**config.mk**
```make
export PLATFORM = sky130hd
export DESIGN_NAME = door_bus_slave_responder_core
export DESIGN_NICKNAME = d
export VERILOG_FILES = /design/src/rtl/dbsr_pkg.sv /design/src/rtl/dbsr_regs.sv /design/src/rtl/dbsr_queue.sv /design/src/rtl/dbsr_front.sv /design/src/rtl/dbsr_back.sv /design/src/rtl/door_bus_slave_responder_core.sv
export SDC_FILE = /design/constraint.sdc
export NUM_CORES = 1
export LEC_CHECK = 0
export BUFFER_PORTS_ARGS = -buffer_cell sky130_fd_sc_hd__buf_2
export CAP_MARGIN = 20
export CORE_ASPECT_RATIO = 0.9
export CORE_MARGIN = 2
export CORE_UTILIZATION = 54
export DETAILED_ROUTE_END_ITERATION = 7
export GPL_ROUTABILITY_DRIVEN = 0
export PLACE_DENSITY = 0.86
export REMOVE_ABC_BUFFERS = 1
export SYNTH_ARGS = -nofsm -noshare
export SYNTH_HDL_FRONTEND = slang
export SYNTH_HIERARCHICAL = 1
export SYNTH_SLANG_ARGS = --single-unit
```
**constraint.sdc**
```tcl
create_clock -name i_clk -period 4.83 [get_ports i_clk]
set_clock_uncertainty 0.05 [all_clocks]
set_input_delay 0.2415 -clock i_clk [delete_from_list [all_inputs] [get_ports i_clk]]
set_output_delay 0.2415 -clock i_clk [all_outputs]
set_load 0.05 [all_outputs]
```
**src/rtl/dbsr_pkg.sv**
```systemverilog
`default_nettype none
package dbsr_pkg;

    // CRC-8 of the door bus: poly 0x07, MSB first, no final xor
    localparam logic [7:0] CRC_INIT   = 8'hF3;
    localparam logic [7:0] CRC_POLY   = 8'h07;

    // frame constants
    localparam logic [7:0] BCAST_MARK = 8'h12;
    localparam logic [3:0] SCAN_LEN   = 4'h2;
    localparam logic [3:0] REQ_LEN    = 4'h1;
    localparam logic [3:0] SCAN_TAG   = 4'h2;
    localparam logic [3:0] SREQ_TAG   = 4'h3;
    localparam logic [7:0] SREQ_FILL  = 8'h10;
    localparam logic [2:0] LEN_SHORT  = 3'd4;
    localparam logic [2:0] LEN_LONG   = 3'd5;

    // register file
    localparam int unsigned        REG_AW           = 5;
    localparam logic [7:0]         RST_SLAVE_ADDR   = 8'd40;
    localparam logic [7:0]         RST_BCAST_ADDR   = 8'd0;
    localparam logic [7:0]         RST_MASTER_ADDR  = 8'd128;
    localparam logic [7:0]         RST_SLAVE_TYPE   = 8'd20;
    localparam logic [7:0]         RST_SCAN_CMD     = 8'd1;
    localparam logic [7:0]         RST_SREQ_CMD     = 8'd32;
    localparam logic [7:0]         RST_SREPLY_CMD   = 8'd41;
    localparam logic [7:0]         RST_DEFAULT_CODE = 8'd16;

    typedef enum logic [2:0] {
        REG_SLAVE_ADDR   = 3'd0,
        REG_BCAST_ADDR   = 3'd1,
        REG_MASTER_ADDR  = 3'd2,
        REG_SLAVE_TYPE   = 3'd3,
        REG_SCAN_CMD     = 3'd4,
        REG_SREQ_CMD     = 3'd5,
        REG_SREPLY_CMD   = 3'd6,
        REG_DEFAULT_CODE = 3'd7
    } t_reg_idx;

    typedef struct packed {
        logic [7:0] slave_addr;
        logic [7:0] bcast_addr;
        logic [7:0] master_addr;
        logic [7:0] slave_type;
        logic [7:0] scan_cmd;
        logic [7:0] sreq_cmd;
        logic [7:0] sreply_cmd;
        logic [7:0] default_code;
    } t_cfg;

    // work queued from front to back
    typedef enum logic [1:0] {
        OP_STATUS = 2'd0,
        OP_SCAN   = 2'd1,
        OP_SREQ   = 2'd2
    } t_op;

    typedef struct packed {
        t_op         op;
        logic [3:0]  cnt;     // reply counter nibble
        logic [7:0]  pend;    // pending command captured for a status reply
        logic [15:0] status;  // broadcast status
    } t_entry;

    localparam int unsigned Q_DEPTH = 4;
    localparam int unsigned Q_AW    = $clog2(Q_DEPTH);

    // door state codes
    localparam logic [2:0] ST_STOPPED = 3'd0;
    localparam logic [2:0] ST_OPEN    = 3'd1;
    localparam logic [2:0] ST_CLOSED  = 3'd2;
    localparam logic [2:0] ST_VENTING = 3'd3;
    localparam logic [2:0] ST_OPENING = 3'd4;
    localparam logic [2:0] ST_CLOSING = 3'd5;
    localparam logic [2:0] ST_ERROR   = 3'd6;
    localparam logic [2:0] ST_OFFLINE = 3'd7;

    // one byte through the CRC
    function automatic logic [7:0] crc8_step(input logic [7:0] c_in, input logic [7:0] d);
        logic [7:0] c;
        c = c_in ^ d;
        for (int b = 0; b < 8; b++) begin
            if (c[7]) begin
                c = {c[6:0], 1'b0} ^ CRC_POLY;
            end else begin
                c = {c[6:0], 1'b0};
            end
        end
        return c;
    endfunction

endpackage
`default_nettype wire

```
**src/rtl/dbsr_regs.sv**
```systemverilog
`default_nettype none
module dbsr_regs
    import dbsr_pkg::*;
(
    input  wire logic              i_clk,
    input  wire logic              i_rst_n,
    input  wire logic              psel,
    input  wire logic              penable,
    input  wire logic              pwrite,
    input  wire logic [REG_AW-1:0] paddr,
    input  wire logic [31:0]       pwdata,
    output logic      [31:0]       prdata,
    output logic                   pready,
    output t_cfg                   o_cfg
);

    t_cfg     r_cfg;
    t_reg_idx w_idx;
    logic     w_wr;
    logic [7:0] w_rd;

    assign w_idx  = t_reg_idx'(paddr[REG_AW-1:2]);
    assign pready = 1'b1;
    assign w_wr   = psel & penable & pwrite;
    assign o_cfg  = r_cfg;

    // register writes
    always_ff @(posedge i_clk) begin
        if (!i_rst_n) begin
            r_cfg.slave_addr   <= RST_SLAVE_ADDR;
            r_cfg.bcast_addr   <= RST_BCAST_ADDR;
            r_cfg.master_addr  <= RST_MASTER_ADDR;
            r_cfg.slave_type   <= RST_SLAVE_TYPE;
            r_cfg.scan_cmd     <= RST_SCAN_CMD;
            r_cfg.sreq_cmd     <= RST_SREQ_CMD;
            r_cfg.sreply_cmd   <= RST_SREPLY_CMD;
            r_cfg.default_code <= RST_DEFAULT_CODE;
        end else if (w_wr) begin
            case (w_idx)
                REG_SLAVE_ADDR:   r_cfg.slave_addr   <= pwdata[7:0];
                REG_BCAST_ADDR:   r_cfg.bcast_addr   <= pwdata[7:0];
                REG_MASTER_ADDR:  r_cfg.master_addr  <= pwdata[7:0];
                REG_SLAVE_TYPE:   r_cfg.slave_type   <= pwdata[7:0];
                REG_SCAN_CMD:     r_cfg.scan_cmd     <= pwdata[7:0];
                REG_SREQ_CMD:     r_cfg.sreq_cmd     <= pwdata[7:0];
                REG_SREPLY_CMD:   r_cfg.sreply_cmd   <= pwdata[7:0];
                REG_DEFAULT_CODE: r_cfg.default_code <= pwdata[7:0];
                default: ;
            endcase
        end
    end

    // read mux
    always_comb begin
        case (w_idx)
            REG_SLAVE_ADDR:   w_rd = r_cfg.slave_addr;
            REG_BCAST_ADDR:   w_rd = r_cfg.bcast_addr;
            REG_MASTER_ADDR:  w_rd = r_cfg.master_addr;
            REG_SLAVE_TYPE:   w_rd = r_cfg.slave_type;
            REG_SCAN_CMD:     w_rd = r_cfg.scan_cmd;
            REG_SREQ_CMD:     w_rd = r_cfg.sreq_cmd;
            REG_SREPLY_CMD:   w_rd = r_cfg.sreply_cmd;
            REG_DEFAULT_CODE: w_rd = r_cfg.default_code;
            default:          w_rd = 8'h00;
        endcase
    end

    assign prdata = {24'h000000, w_rd};

endmodule
`default_nettype wire

```
**src/rtl/dbsr_queue.sv**
```systemverilog
`default_nettype none
module dbsr_queue
    import dbsr_pkg::*;
(
    input  wire logic   i_clk,
    input  wire logic   i_rst_n,
    input  wire logic   i_push,
    input  t_entry      i_data,
    output logic        o_full,
    input  wire logic   i_pop,
    output logic        o_empty,
    output t_entry      o_data
);

    t_entry          r_mem [Q_DEPTH];
    logic [Q_AW-1:0] r_wp, r_rp;
    logic [Q_AW:0]   r_cnt;

    assign o_full  = (r_cnt == (Q_AW+1)'(Q_DEPTH));
    assign o_empty = (r_cnt == '0);
    assign o_data  = r_mem[r_rp];

    // storage, no reset needed
    always_ff @(posedge i_clk) begin
        if (i_push) begin
            r_mem[r_wp] <= i_data;
        end
    end

    // pointers and fill count
    always_ff @(posedge i_clk) begin
        if (!i_rst_n) begin
            r_wp  <= '0;
            r_rp  <= '0;
            r_cnt <= '0;
        end else begin
            if (i_push) r_wp <= r_wp + 1'b1;
            if (i_pop)  r_rp <= r_rp + 1'b1;
            case ({i_push, i_pop})
                2'b10:   r_cnt <= r_cnt + 1'b1;
                2'b01:   r_cnt <= r_cnt - 1'b1;
                default: ;
            endcase
        end
    end

    a_no_overflow: assert property (@(posedge i_clk) disable iff (!i_rst_n)
        o_full |-> !i_push)
        else $error("queue written while full");

    a_no_underflow: assert property (@(posedge i_clk) disable iff (!i_rst_n)
        o_empty |-> !i_pop)
        else $error("queue read while empty");

    a_ptr_count: assert property (@(posedge i_clk) disable iff (!i_rst_n)
        (r_cnt == '0 || r_cnt == (Q_AW+1)'(Q_DEPTH)) |-> (r_wp == r_rp))
        else $error("queue pointers disagree with fill count");

endmodule
`default_nettype wire

```
**src/rtl/dbsr_front.sv**
```systemverilog
`default_nettype none
module dbsr_front
    import dbsr_pkg::*;
(
    input  wire logic       i_clk,
    input  wire logic       i_rst_n,
    input  t_cfg            i_cfg,
    input  wire logic       i_accept,
    input  wire logic       i_action,
    input  wire logic [2:0] i_frame_length,
    input  wire logic [7:0] i_byte_zero,
    input  wire logic [7:0] i_byte_one,
    input  wire logic [7:0] i_byte_two,
    input  wire logic [7:0] i_byte_three,
    input  wire logic [7:0] i_byte_four,
    input  wire logic [7:0] i_command_code,
    output logic            o_push,
    output t_entry          o_entry
);

    logic [15:0] r_status, n_status;
    logic [7:0]  r_pend, n_pend;
    logic [7:0]  w_crc3, w_crc4;
    logic        w_len4, w_len5, w_crc_ok, w_bcast, w_to_us, w_scan, w_sreq;
    logic [15:0] w_new_status;

    // CRC over the bytes before the check byte
    assign w_crc3 = crc8_step(crc8_step(crc8_step(CRC_INIT, i_byte_zero), i_byte_one),
                              i_byte_two);
    assign w_crc4 = crc8_step(w_crc3, i_byte_three);

    assign w_len4   = (i_frame_length == LEN_SHORT);
    assign w_len5   = (i_frame_length == LEN_LONG);
    assign w_crc_ok = (w_len4 && w_crc3 == i_byte_three) ||
                      (w_len5 && w_crc4 == i_byte_four);

    // classify the frame; broadcast wins over a request
    assign w_new_status = {i_byte_three, i_byte_two};
    assign w_bcast = !i_action && w_crc_ok && w_len5 && i_byte_zero == i_cfg.bcast_addr &&
                     i_byte_one == BCAST_MARK;
    assign w_to_us = !i_action && w_crc_ok && !w_bcast && i_byte_zero == i_cfg.slave_addr;
    assign w_scan  = w_to_us && w_len5 && i_byte_one[3:0] == SCAN_LEN &&
                     i_byte_two == i_cfg.scan_cmd;
    assign w_sreq  = w_to_us && w_len4 && i_byte_one[3:0] == REQ_LEN &&
                     i_byte_two == i_cfg.sreq_cmd;

    // state update and queue word
    always_comb begin
        n_status       = r_status;
        n_pend         = r_pend;
        o_push         = 1'b0;
        o_entry.op     = OP_STATUS;
        o_entry.cnt    = i_byte_one[7:4] + 4'd1;
        o_entry.pend   = r_pend;
        o_entry.status = w_new_status;
        if (i_accept) begin
            if (i_action) begin
                n_pend = i_command_code;
            end else if (w_bcast) begin
                if (w_new_status != r_status) begin
                    n_status = w_new_status;
                    o_push   = 1'b1;
                end
            end else if (w_scan) begin
                o_entry.op = OP_SCAN;
                o_push     = 1'b1;
            end else if (w_sreq) begin
                o_entry.op = OP_SREQ;
                o_push     = 1'b1;
                n_pend     = i_cfg.default_code;
            end
        end
    end

    always_ff @(posedge i_clk) begin
        if (!i_rst_n) begin
            r_status <= '0;
            r_pend   <= RST_DEFAULT_CODE;
        end else begin
            r_status <= n_status;
            r_pend   <= n_pend;
        end
    end

endmodule
`default_nettype wire

```
**src/rtl/dbsr_back.sv**
```systemverilog
`default_nettype none
module dbsr_back
    import dbsr_pkg::*;
(
    input  wire logic   i_clk,
    input  wire logic   i_rst_n,
    input  t_cfg        i_cfg,
    input  wire logic   i_empty,
    input  t_entry      i_entry,
    output logic        o_pop,
    output logic        o_out_valid,
    input  wire logic   i_out_stall,
    output logic        o_kind,
    output logic [7:0]  o_reply_byte,
    output logic        o_last,
    output logic [15:0] o_door_status,
    output logic [2:0]  o_door_state
);

    logic        r_valid;
    logic [2:0]  r_idx;
    logic        r_kind, r_last;
    logic [7:0]  r_byte;
    logic [15:0] r_status;
    logic [2:0]  r_state;

    logic        w_load, w_last;
    logic [7:0]  w_t1, w_t2, w_t3, w_crc4, w_crc5, w_byte;
    logic [2:0]  w_final;

    function automatic logic [2:0] door_decode(input logic [15:0] s);
        if (s[0])                   return ST_STOPPED;
        else if (s[1])              return ST_OPEN;
        else if (s[7])              return ST_CLOSED;
        else if (s[6:5] == 2'b10)   return ST_VENTING;
        else if (s[6:5] == 2'b11)   return ST_OPENING;
        else if (s[4])              return ST_CLOSING;
        else if (s == '0)           return ST_ERROR;
        else                        return ST_OFFLINE;
    endfunction

    // reply frame for the head word
    always_comb begin
        if (i_entry.op == OP_SREQ) begin
            w_t1    = {i_entry.cnt, SREQ_TAG};
            w_t2    = i_cfg.sreply_cmd;
            w_t3    = i_entry.pend;
            w_final = 3'd5;
        end else begin
            w_t1    = {i_entry.cnt, SCAN_TAG};
            w_t2    = i_cfg.slave_type;
            w_t3    = i_cfg.slave_addr;
            w_final = (i_entry.op == OP_SCAN) ? 3'd4 : 3'd0;
        end
    end

    assign w_crc4 = crc8_step(crc8_step(crc8_step(crc8_step(CRC_INIT, i_cfg.master_addr),
                              w_t1), w_t2), w_t3);
    assign w_crc5 = crc8_step(w_crc4, SREQ_FILL);

    // byte at the current index
    always_comb begin
        case (r_idx)
            3'd0:    w_byte = i_cfg.master_addr;
            3'd1:    w_byte = w_t1;
            3'd2:    w_byte = w_t2;
            3'd3:    w_byte = w_t3;
            3'd4:    w_byte = (i_entry.op == OP_SREQ) ? SREQ_FILL : w_crc4;
            3'd5:    w_byte = w_crc5;
            default: w_byte = 8'h00;
        endcase
    end

    // one result word per cycle whenever the queue is not empty and the output register frees up
    assign w_load = !i_empty && (!r_valid || !i_out_stall);
    assign w_last = (r_idx == w_final);
    assign o_pop  = w_load && w_last;

    always_ff @(posedge i_clk) begin
        if (!i_rst_n) begin
            r_valid <= 1'b0;
            r_idx   <= '0;
        end else begin
            if (w_load) begin
                r_valid <= 1'b1;
                r_idx   <= w_last ? 3'd0 : r_idx + 3'd1;
            end else if (!i_out_stall) begin
                r_valid <= 1'b0;
            end
        end
    end

    // payload
    always_ff @(posedge i_clk) begin
        if (w_load) begin
            r_last <= w_last;
            if (i_entry.op == OP_STATUS) begin
                r_kind   <= 1'b1;
                r_byte   <= 8'h00;
                r_status <= i_entry.status;
                r_state  <= door_decode(i_entry.status);
            end else begin
                r_kind   <= 1'b0;
                r_byte   <= w_byte;
                r_status <= '0;
                r_state  <= '0;
            end
        end
    end

    assign o_out_valid   = r_valid;
    assign o_kind        = r_kind;
    assign o_reply_byte  = r_byte;
    assign o_last        = r_last;
    assign o_door_status = r_status;
    assign o_door_state  = r_state;

    a_idx_range: assert property (@(posedge i_clk) disable iff (!i_rst_n)
        !i_empty |-> (r_idx <= w_final))
        else $error("byte index past end of reply");

    a_status_single: assert property (@(posedge i_clk) disable iff (!i_rst_n)
        (r_valid && r_kind) |-> r_last)
        else $error("status update not marked last");

    a_pop_restart: assert property (@(posedge i_clk) disable iff (!i_rst_n)
        o_pop |=> (r_idx == 3'd0))
        else $error("index not rewound after word");

endmodule
`default_nettype wire

```
**src/rtl/door_bus_slave_responder_core.sv**
```systemverilog
`default_nettype none
// Channel   Direction  Handshake                  Payload
// -------   ---------  -------------------------  ------------------------------------------
// in        sink       i_in_valid / o_in_stall    action, frame_length, byte_zero..four, cmd
// out       source     o_out_valid / i_out_stall  kind, reply_byte, last, door_status/state
// cfg       sink       psel/penable/pwrite/pready 8 byte-wide registers at 4*index
//
// An input word is taken while the queue is not full; the front classifies it and queues any work.
// Results leave one per cycle unless the output stalls: a status update is one word, a scan
// reply 5 bytes, a status reply 6; the back end serializes them a byte per cycle from a 4-word queue.
// Synchronous active-low reset sets the registers to defaults and clears state and queue; no clearing pass.
// The input stalls only while the queue is full; output stall holds the output register.
module door_bus_slave_responder_core
    import dbsr_pkg::*;
(
    input  wire logic              i_clk,
    input  wire logic              i_rst_n,
    // configuration
    input  wire logic              psel,
    input  wire logic              penable,
    input  wire logic              pwrite,
    input  wire logic [REG_AW-1:0] paddr,
    input  wire logic [31:0]       pwdata,
    output logic      [31:0]       prdata,
    output logic                   pready,
    // input words
    input  wire logic              i_in_valid,
    output logic                   o_in_stall,
    input  wire logic              i_action,
    input  wire logic [2:0]        i_frame_length,
    input  wire logic [7:0]        i_byte_zero,
    input  wire logic [7:0]        i_byte_one,
    input  wire logic [7:0]        i_byte_two,
    input  wire logic [7:0]        i_byte_three,
    input  wire logic [7:0]        i_byte_four,
    input  wire logic [7:0]        i_command_code,
    // result words
    output logic                   o_out_valid,
    input  wire logic              i_out_stall,
    output logic                   o_kind,
    output logic [7:0]             o_reply_byte,
    output logic                   o_last,
    output logic [15:0]            o_door_status,
    output logic [2:0]             o_door_state
);

    t_cfg   w_cfg;
    t_entry w_push_data, w_head;
    logic   w_push, w_full, w_pop, w_empty, w_accept;

    assign o_in_stall = w_full;
    assign w_accept   = i_in_valid && !w_full;

    dbsr_regs u_regs (
        .i_clk   (i_clk),
        .i_rst_n (i_rst_n),
        .psel    (psel),
        .penable (penable),
        .pwrite  (pwrite),
        .paddr   (paddr),
        .pwdata  (pwdata),
        .prdata  (prdata),
        .pready  (pready),
        .o_cfg   (w_cfg)
    );

    dbsr_front u_front (
        .i_clk          (i_clk),
        .i_rst_n        (i_rst_n),
        .i_cfg          (w_cfg),
        .i_accept       (w_accept),
        .i_action       (i_action),
        .i_frame_length (i_frame_length),
        .i_byte_zero    (i_byte_zero),
        .i_byte_one     (i_byte_one),
        .i_byte_two     (i_byte_two),
        .i_byte_three   (i_byte_three),
        .i_byte_four    (i_byte_four),
        .i_command_code (i_command_code),
        .o_push         (w_push),
        .o_entry        (w_push_data)
    );

    dbsr_queue u_queue (
        .i_clk   (i_clk),
        .i_rst_n (i_rst_n),
        .i_push  (w_push),
        .i_data  (w_push_data),
        .o_full  (w_full),
        .i_pop   (w_pop),
        .o_empty (w_empty),
        .o_data  (w_head)
    );

    dbsr_back u_back (
        .i_clk         (i_clk),
        .i_rst_n       (i_rst_n),
        .i_cfg         (w_cfg),
        .i_empty       (w_empty),
        .i_entry       (w_head),
        .o_pop         (w_pop),
        .o_out_valid   (o_out_valid),
        .i_out_stall   (i_out_stall),
        .o_kind        (o_kind),
        .o_reply_byte  (o_reply_byte),
        .o_last        (o_last),
        .o_door_status (o_door_status),
        .o_door_state  (o_door_state)
    );

endmodule
`default_nettype wire
```
# Yosys cells after proc, flatten, opt, wreduce, memory -nomap -nowiden
# Memory sizes are Yosys's and may differ from the RTL's. A register that Yosys moved wholly into a read port is not among the register bits.
# Cells that the tools add are included.
[op_classes]
n_addsub = 6
eq_ne = 35
mux = 110
bitwise = 85
n_reduce_logical = 45
[ops]
columns = ["op", "count"]
rows = [
  ["3-bit 2-to-1 mux", 77],
  ["3-bit inverter", 72],
  ["8-bit case mux with 8 select lines", 1],
  ["8-bit 2-to-1 mux", 7],
  ["8-bit == test", 6],
  ["8-bit case mux with 6 select lines", 1],
  ["8-bit bitwise XOR", 6],
  ["3-bit == test (second input constant)", 9],
  ["2-bit 2-to-1 mux", 9],
  ["1-bit logical AND", 17],
  ["16-bit logical NOT", 1],
  ["16-bit != test", 1],
  ["2-bit AND reduction", 8],
  ["1-bit 2-to-1 mux", 14],
  ["3-bit by 2-bit == test with 1-bit output (second input constant)", 4],
  ["6-bit inverter", 2],
  ["3-bit logical NOT", 3],
  ["2-bit == test (second input constant)", 4],
  ["8-bit by 5-bit == test with 1-bit output (second input constant)", 1],
  ["4-bit AND reduction", 2],
  ["3-bit by 1-bit adder with 3-bit output (second input constant)", 2],
  ["3-bit by 1-bit == test with 1-bit output (second input constant)", 2],
  ["1-bit logical NOT", 6],
  ["3-bit case mux with 2 select lines", 1],
  ["other kinds (17)", 25],
]
[word_totals]
reg_bits = 128
mem_bits_rw = 120
inputBits = 96
out_inout_bits = 64
word_cells = 304
n_memories = 1
[memory_table]
columns = ["name", "depth", "width", "rd", "rd_ports_with_merged_regs", "write_ports", "line", "rtl"]
rows = [
  ["u_queue.r_mem", 4, 30, 1, 1, 1, "dbsr_queue.sv:15", "t_entry r_mem [Q_DEPTH];"],
]

# Depth between registers and ports, before layout
[logic_depth]
depth_word = 88
depth_mapped = 23
ltp_nobuf = 20

# Cells and area by module
# Netlist, hierarchy kept.
[modules_own_cells]
columns = ["module", "n_inst", "cells_per_inst", "area_each_um2", "seq_area_each_um2"]
rows = [
  ["dbsr_queue", 1, 202, 4778.3, 3783.6],
  ["dbsr_regs", 1, 402, 3326.9, 1281.2],
  ["dbsr_front", 1, 353, 3261.9, 480.5],
  ["dbsr_back", 1, 261, 2947.8, 950.9],
  ["door_bus_slave_responder_core", 1, 1, 13.8, 0.0],
]

# Worst setup path before layout
# Ideal clock, no wire load.
[synth_timing]
path_type = "in2reg"
start = "input i_byte_zero[6]"
end = "memory u_queue/r_mem[0][0] (netlist name), enable pin"
setup_ns = 0.390
arrival_time_ns = 4.655
path_slack_ns = -0.264
cell_stages = 17
n_path_buf = 3
cell_sequence = "buf_2 -> xor2_1 -> xnor3_1 -> xnor3_1 -> xor2_1 -> xnor2_1 -> ha_1 -> xnor2_1 -> xnor2_1 -> xnor2_1 -> a2111oi_4 -> a31o_1 -> buf_4 -> buf_6 -> nand2_1 -> a31oi_1 -> and2_1"
[synth_via]
elab_chain_len = 44
[synth_rtl]
columns = ["element", "line", "rtl"]
rows = [
  ["from (decl)", "door_bus_slave_responder_core.sv:31", "input wire logic [7:0] i_byte_zero,"],
  ["6-bit inverter (no source line)", "--", ""],
  ["3-bit 2-to-1 mux", "dbsr_pkg.sv:83", "if (c[7]) begin"],
  ["3-bit inverter (no source line)", "--", ""],
  ["3-bit 2-to-1 mux", "dbsr_pkg.sv:83", ""],
  ["3-bit inverter (no source line)", "--", ""],
  ["3-bit 2-to-1 mux", "dbsr_pkg.sv:83", ""],
  ["8-bit bitwise XOR", "dbsr_pkg.sv:81", "c = c_in ^ d;"],
  ["3-bit 2-to-1 mux", "dbsr_pkg.sv:83", ""],
  ["[... 29 more ...]", "--", ""],
  ["1-bit 2-to-1 mux", "dbsr_front.sv:67", "end else if (w_sreq) begin"],
  ["1-bit 2-to-1 mux", "dbsr_front.sv:64", "end else if (w_scan) begin"],
  ["1-bit 2-to-1 mux *", "dbsr_front.sv:59", "end else if (w_bcast) begin"],
  ["1-bit 2-to-1 mux *", "dbsr_front.sv:57", "if (i_action) begin"],
  ["1-bit 2-to-1 mux *", "dbsr_front.sv:56", "if (i_accept) begin"],
  ["net w_push", "door_bus_slave_responder_core.sv:49", "logic w_push, w_full, w_pop, w_empty, w_accept;"],
  ["1-bit 2-to-1 mux *", "dbsr_queue.sv:25", "if (i_push) begin"],
  ["1-bit 2-to-1 mux (implied by the code) *", "dbsr_queue.sv:26", "r_mem[r_wp] <= i_data;"],
  ["to (decl)", "dbsr_queue.sv:15", ""],
]
# The timed path passes the listed nets; every way through them passes the cells marked *.

# Final worst setup path
[layout_timing]
start = "input i_byte_three[6]"
end = "register u_queue.r_cnt[1]"
[layout_via]
elab_chain_len = 26
[layout_rtl]
columns = ["element", "line", "rtl"]
rows = [
  ["from (decl)", "door_bus_slave_responder_core.sv:34", "input wire logic [7:0] i_byte_three,"],
  ["8-bit bitwise XOR", "dbsr_pkg.sv:81", ""],
  ["3-bit 2-to-1 mux", "dbsr_pkg.sv:83", ""],
  ["3-bit inverter (no source line)", "--", ""],
  ["3-bit 2-to-1 mux", "dbsr_pkg.sv:83", ""],
  ["3-bit inverter (no source line)", "--", ""],
  ["3-bit 2-to-1 mux", "dbsr_pkg.sv:83", ""],
  ["8-bit == test", "dbsr_front.sv:35", "(w_len5 && w_crc4 == i_byte_four);"],
  ["1-bit logical AND", "dbsr_front.sv:35", ""],
  ["[... 11 more ...]", "--", ""],
  ["1-bit 2-to-1 mux", "dbsr_front.sv:67", ""],
  ["1-bit 2-to-1 mux", "dbsr_front.sv:64", ""],
  ["1-bit 2-to-1 mux *", "dbsr_front.sv:59", ""],
  ["1-bit 2-to-1 mux *", "dbsr_front.sv:57", ""],
  ["1-bit 2-to-1 mux *", "dbsr_front.sv:56", ""],
  ["net w_push", "door_bus_slave_responder_core.sv:49", ""],
  ["2-bit by 1-bit == test with 1-bit output / 2-bit == test (equally long branches)", "dbsr_queue.sv:39", "case ({i_push, i_pop})"],
  ["3-bit case mux with 2 select lines / 2-bit nonzero test (equally long branches)", "--", ""],
  ["to (signal assigned)", "dbsr_queue.sv:40", "2'b10: r_cnt <= r_cnt + 1'b1;"],
  ["to (signal assigned)", "dbsr_queue.sv:41", "2'b01: r_cnt <= r_cnt - 1'b1;"],
  ["to (decl)", "dbsr_queue.sv:17", "logic [Q_AW:0] r_cnt;"],
]
# Marks and branches as above.
# A chain may end at the register's enable or synchronous reset.

==> impl_metrics.tcl <==
set metrics [dict create \
    diodes 0 \
    cp-end-kind "flop" \
    finalSetupViolations 0 \
    die_h_um 159 \
    most-common-layout-cells "edfxtp_1 (149), buf_2 (108), dfxtp_1 (100)" \
    drtIter0Drc 1489 \
    synth_edf_count 149 \
    critPathBufInv 5 \
    final_common_cell "edfxtp_1" \
    cts_setup_buffers 0 \
    synthCells 1219 \
    power_mw 6.00 \
    dpl.hpwl_um 25500 \
    critPathTopFamily "XOR/XNOR gates" \
    synth_flop_cell "edfxtp_1" \
    crit_arrival_ps 4990 \
    htreeDepth 1 \
    coreArea_um2 26100 \
    worstPathMaxFanout 7 \
    synth_area_um2 14300 \
    clock-root-buffer "clkbuf_16" \
    fin_ws_ps 250 \
    drtPass1Iterations 8 \
    slowest_delay_ps 550 \
    avgSynthCellArea_um2 11.8 \
    finalNetCount 1414 \
    ir_worst_vdd_uv 471 \
    synth_cell_types 77 \
    wl_um 38300 \
    vias_per_cell 6.20 \
    tightest_slew_ps 817 \
    synthArstFlopShare_pct 0 \
    fp-row-count 56 \
    finalCritPeriodShare_pct 94.8 \
    area_growth_pct 12.3 \
    utilization_pct 61.7 \
    grt_usage_pct 27.2 \
    p_leak_nw 5.88 \
    slowest_stage "dlygate4sd3_1" \
    maxCapViolCount 0 \
    die_w_um 176 \
    hold_class "input pin to flop" \
    floorplan.initialDensity_pct 55.0 \
    cp.required_ps 5240 \
    cts.sinks 250 \
    cts_buffers 26 \
    pre_cts_ws_ps -141 \
    grt_max_degree 77 \
    ios 160 \
    routedWlPerCell_um 23.0 \
    ant_nets 0 \
    grt_overflow 0 \
    max_freq_mhz 218 \
    cts_tree "built" \
    synth_seq_cells 250 \
    clockBufferDepth 3 \
    slew_headroom_pct 45.4 \
    hold_viol 0 \
    crit_chain "dlygate4sd3_1 > buf_2 > xnor2_2 > xnor2_1 > xnor3_2 > xnor2_2 > ha_1 > xnor2_1 > xnor3_1 > xor2_2 > nand2b_1 > a2111oi_4 > a31o_1 > nand2_1 > a31oi_1 > buf_4 > inv_1 > ha_1 > inv_1 > fa_1 > o21ai_0 > and2_1" \
    drive_above_1_share_pct 20.4 \
    die_area_um2 27900 \
    worst-setup-path-type "input pin to flop" \
    rsz0062_at_grt "no" \
    worstSkewPairLatency_ps 530 \
    yosysTopAreaCell "edfxtp_1" \
    num_vias 10337 \
    maxSlewViolCount 0 \
    antenna_found_initial 0 \
    yosysSeqAreaShare_pct 45.3 \
    yosysTopAreaCellShare_pct 31.2 \
    fin_hold_ws_ps 30.9 \
    route.detailed.drc 0 \
    numPortBuffers 108 \
    period_needed_ps 4580 \
    synth_area_leaders "edfxtp_1 (31%), dfxtp_1 (14%), xnor2_1 (5.6%), mux4_2 (4.7%), xor2_1 (4.6%)" \
    clk_pin_slew_worst_paths_ps 60 \
    start_kind "input pin" \
    first_global_vias 9948 \
    yosys_warnings 6 \
    p_per_area_nw_per_um2 373 \
    grt_first_pass_wirelength_um 57800 \
    status "finished clean" \
]
sequential cells by signal, summed over array words and instances (netlist names), 2 cells and up, named ones only:
signal	cells
u_front/r_status	16
u_queue/r_cnt	3
u_back/o_door_state	3
u_queue/r_rp	2
u_queue/r_wp	2
u_back/o_reply_byte	8
u_back/o_door_status	16
u_regs/o_cfg	64
u_front/r_pend	8
u_back/r_idx	3
u_queue/r_mem	120
metrics by stage:
step	setup TNS, ps	instance area [um2]	instances
4_1_cts	0	16100	1667
2_1_floorplan	-22480	13700	1120
3_3_place_gp	0	15000	1615
5_1_grt	0	16100	1667
3_5_place_dp	-272	15000	1615
6_report	0	16100	1667
cells by family after synthesis:
kind of cell | share of synthesized area (%)
compound gates | 10.2
xor+xnor | 18.0
fa+ha+maj | 1.62
buf+inv | 5.66
flops | 45.3
mux | 8.69
other cells | 0.0524
simple gates | 10.4
final timing paths:
check,from,endpoint,slack (ps),depth (start not counted)
max,i_byte_three[6],u_queue/r_cnt[1]$_SDFFE_PN0P_,250,22
min,i_byte_three[4],u_queue/r_mem[1][12]$_DFFE_PP_,30,1
max reg2reg,flop,u_back/o_reply_byte[5]$_SDFFCE_PP0P_,360,10
min reg2reg,u_front/r_status[9]$_SDFFE_PN0P_,u_front/r_status[9]$_SDFFE_PN0P_,440,2
layer usage:
| metal | track usage, % | up-vias | part of all wire [%] |
|---|---|---|---|
| li1 | - | 4501 | - |
| met1 | 37.6 | 4974 | 40 |
| met2 | 43.9 | 745 | 46 |
| met3 | 4.87 | 117 | 11 |
| met4 | 8.50 | 0 | 3.4 |
| met5 | 0 | - | 0 |
area by class of cell:
class	instances	area (um2)
sequential	250	6500
fill	1926	9980
clock buffer	32	714
timing repair buffer	152	933
tap	348	435
multi-input combinational	841	7140
clock inverter	15	253
inverter	29	109
cell usage after synthesis (7+ instances only):
cell type    n
inv_1       29
mux4_2      30
buf_6        7
mux2i_1     42
nand2_1     72
dfxtp_1    101
nor3_1      23
a21oi_1     36
nor2b_1     23
mux2_2      12
a21boi_0    41
buf_4       45
nand3_1     18
o21ai_0     64
xor2_1      75
nand4_1     24
xnor2_1     91
xnor3_1     28
clkbuf_1    46
nor4_1      12
o31ai_1     16
nor2_1      38
xnor3_2      8
a221oi_1    14
and2_1      29
ha_1        17
xnor2_2      8
buf_2       18
edfxtp_1   149
nand2b_1    13
report_power, final:
part | switching [mW] | total [mW] | internal [mW] | leakage [nW]
logic | 0.816 | 1.49 | 0.678 | 3.26
clock network | 0.819 | 2.24 | 1.42 | 0.472
registers | 0.0134 | 2.27 | 2.26 | 2.15
total | 1.65 | 6.00 | 4.36 | 5.88
timing repair:
item | CTS | global route
endpoints found under the hold margin | 17 | 0
hold buffers | 5 | 0
endpoints found under the setup margin | 0 | 2
gates resized for setup | 0 | 4
(Power assumes the default switching activity.)
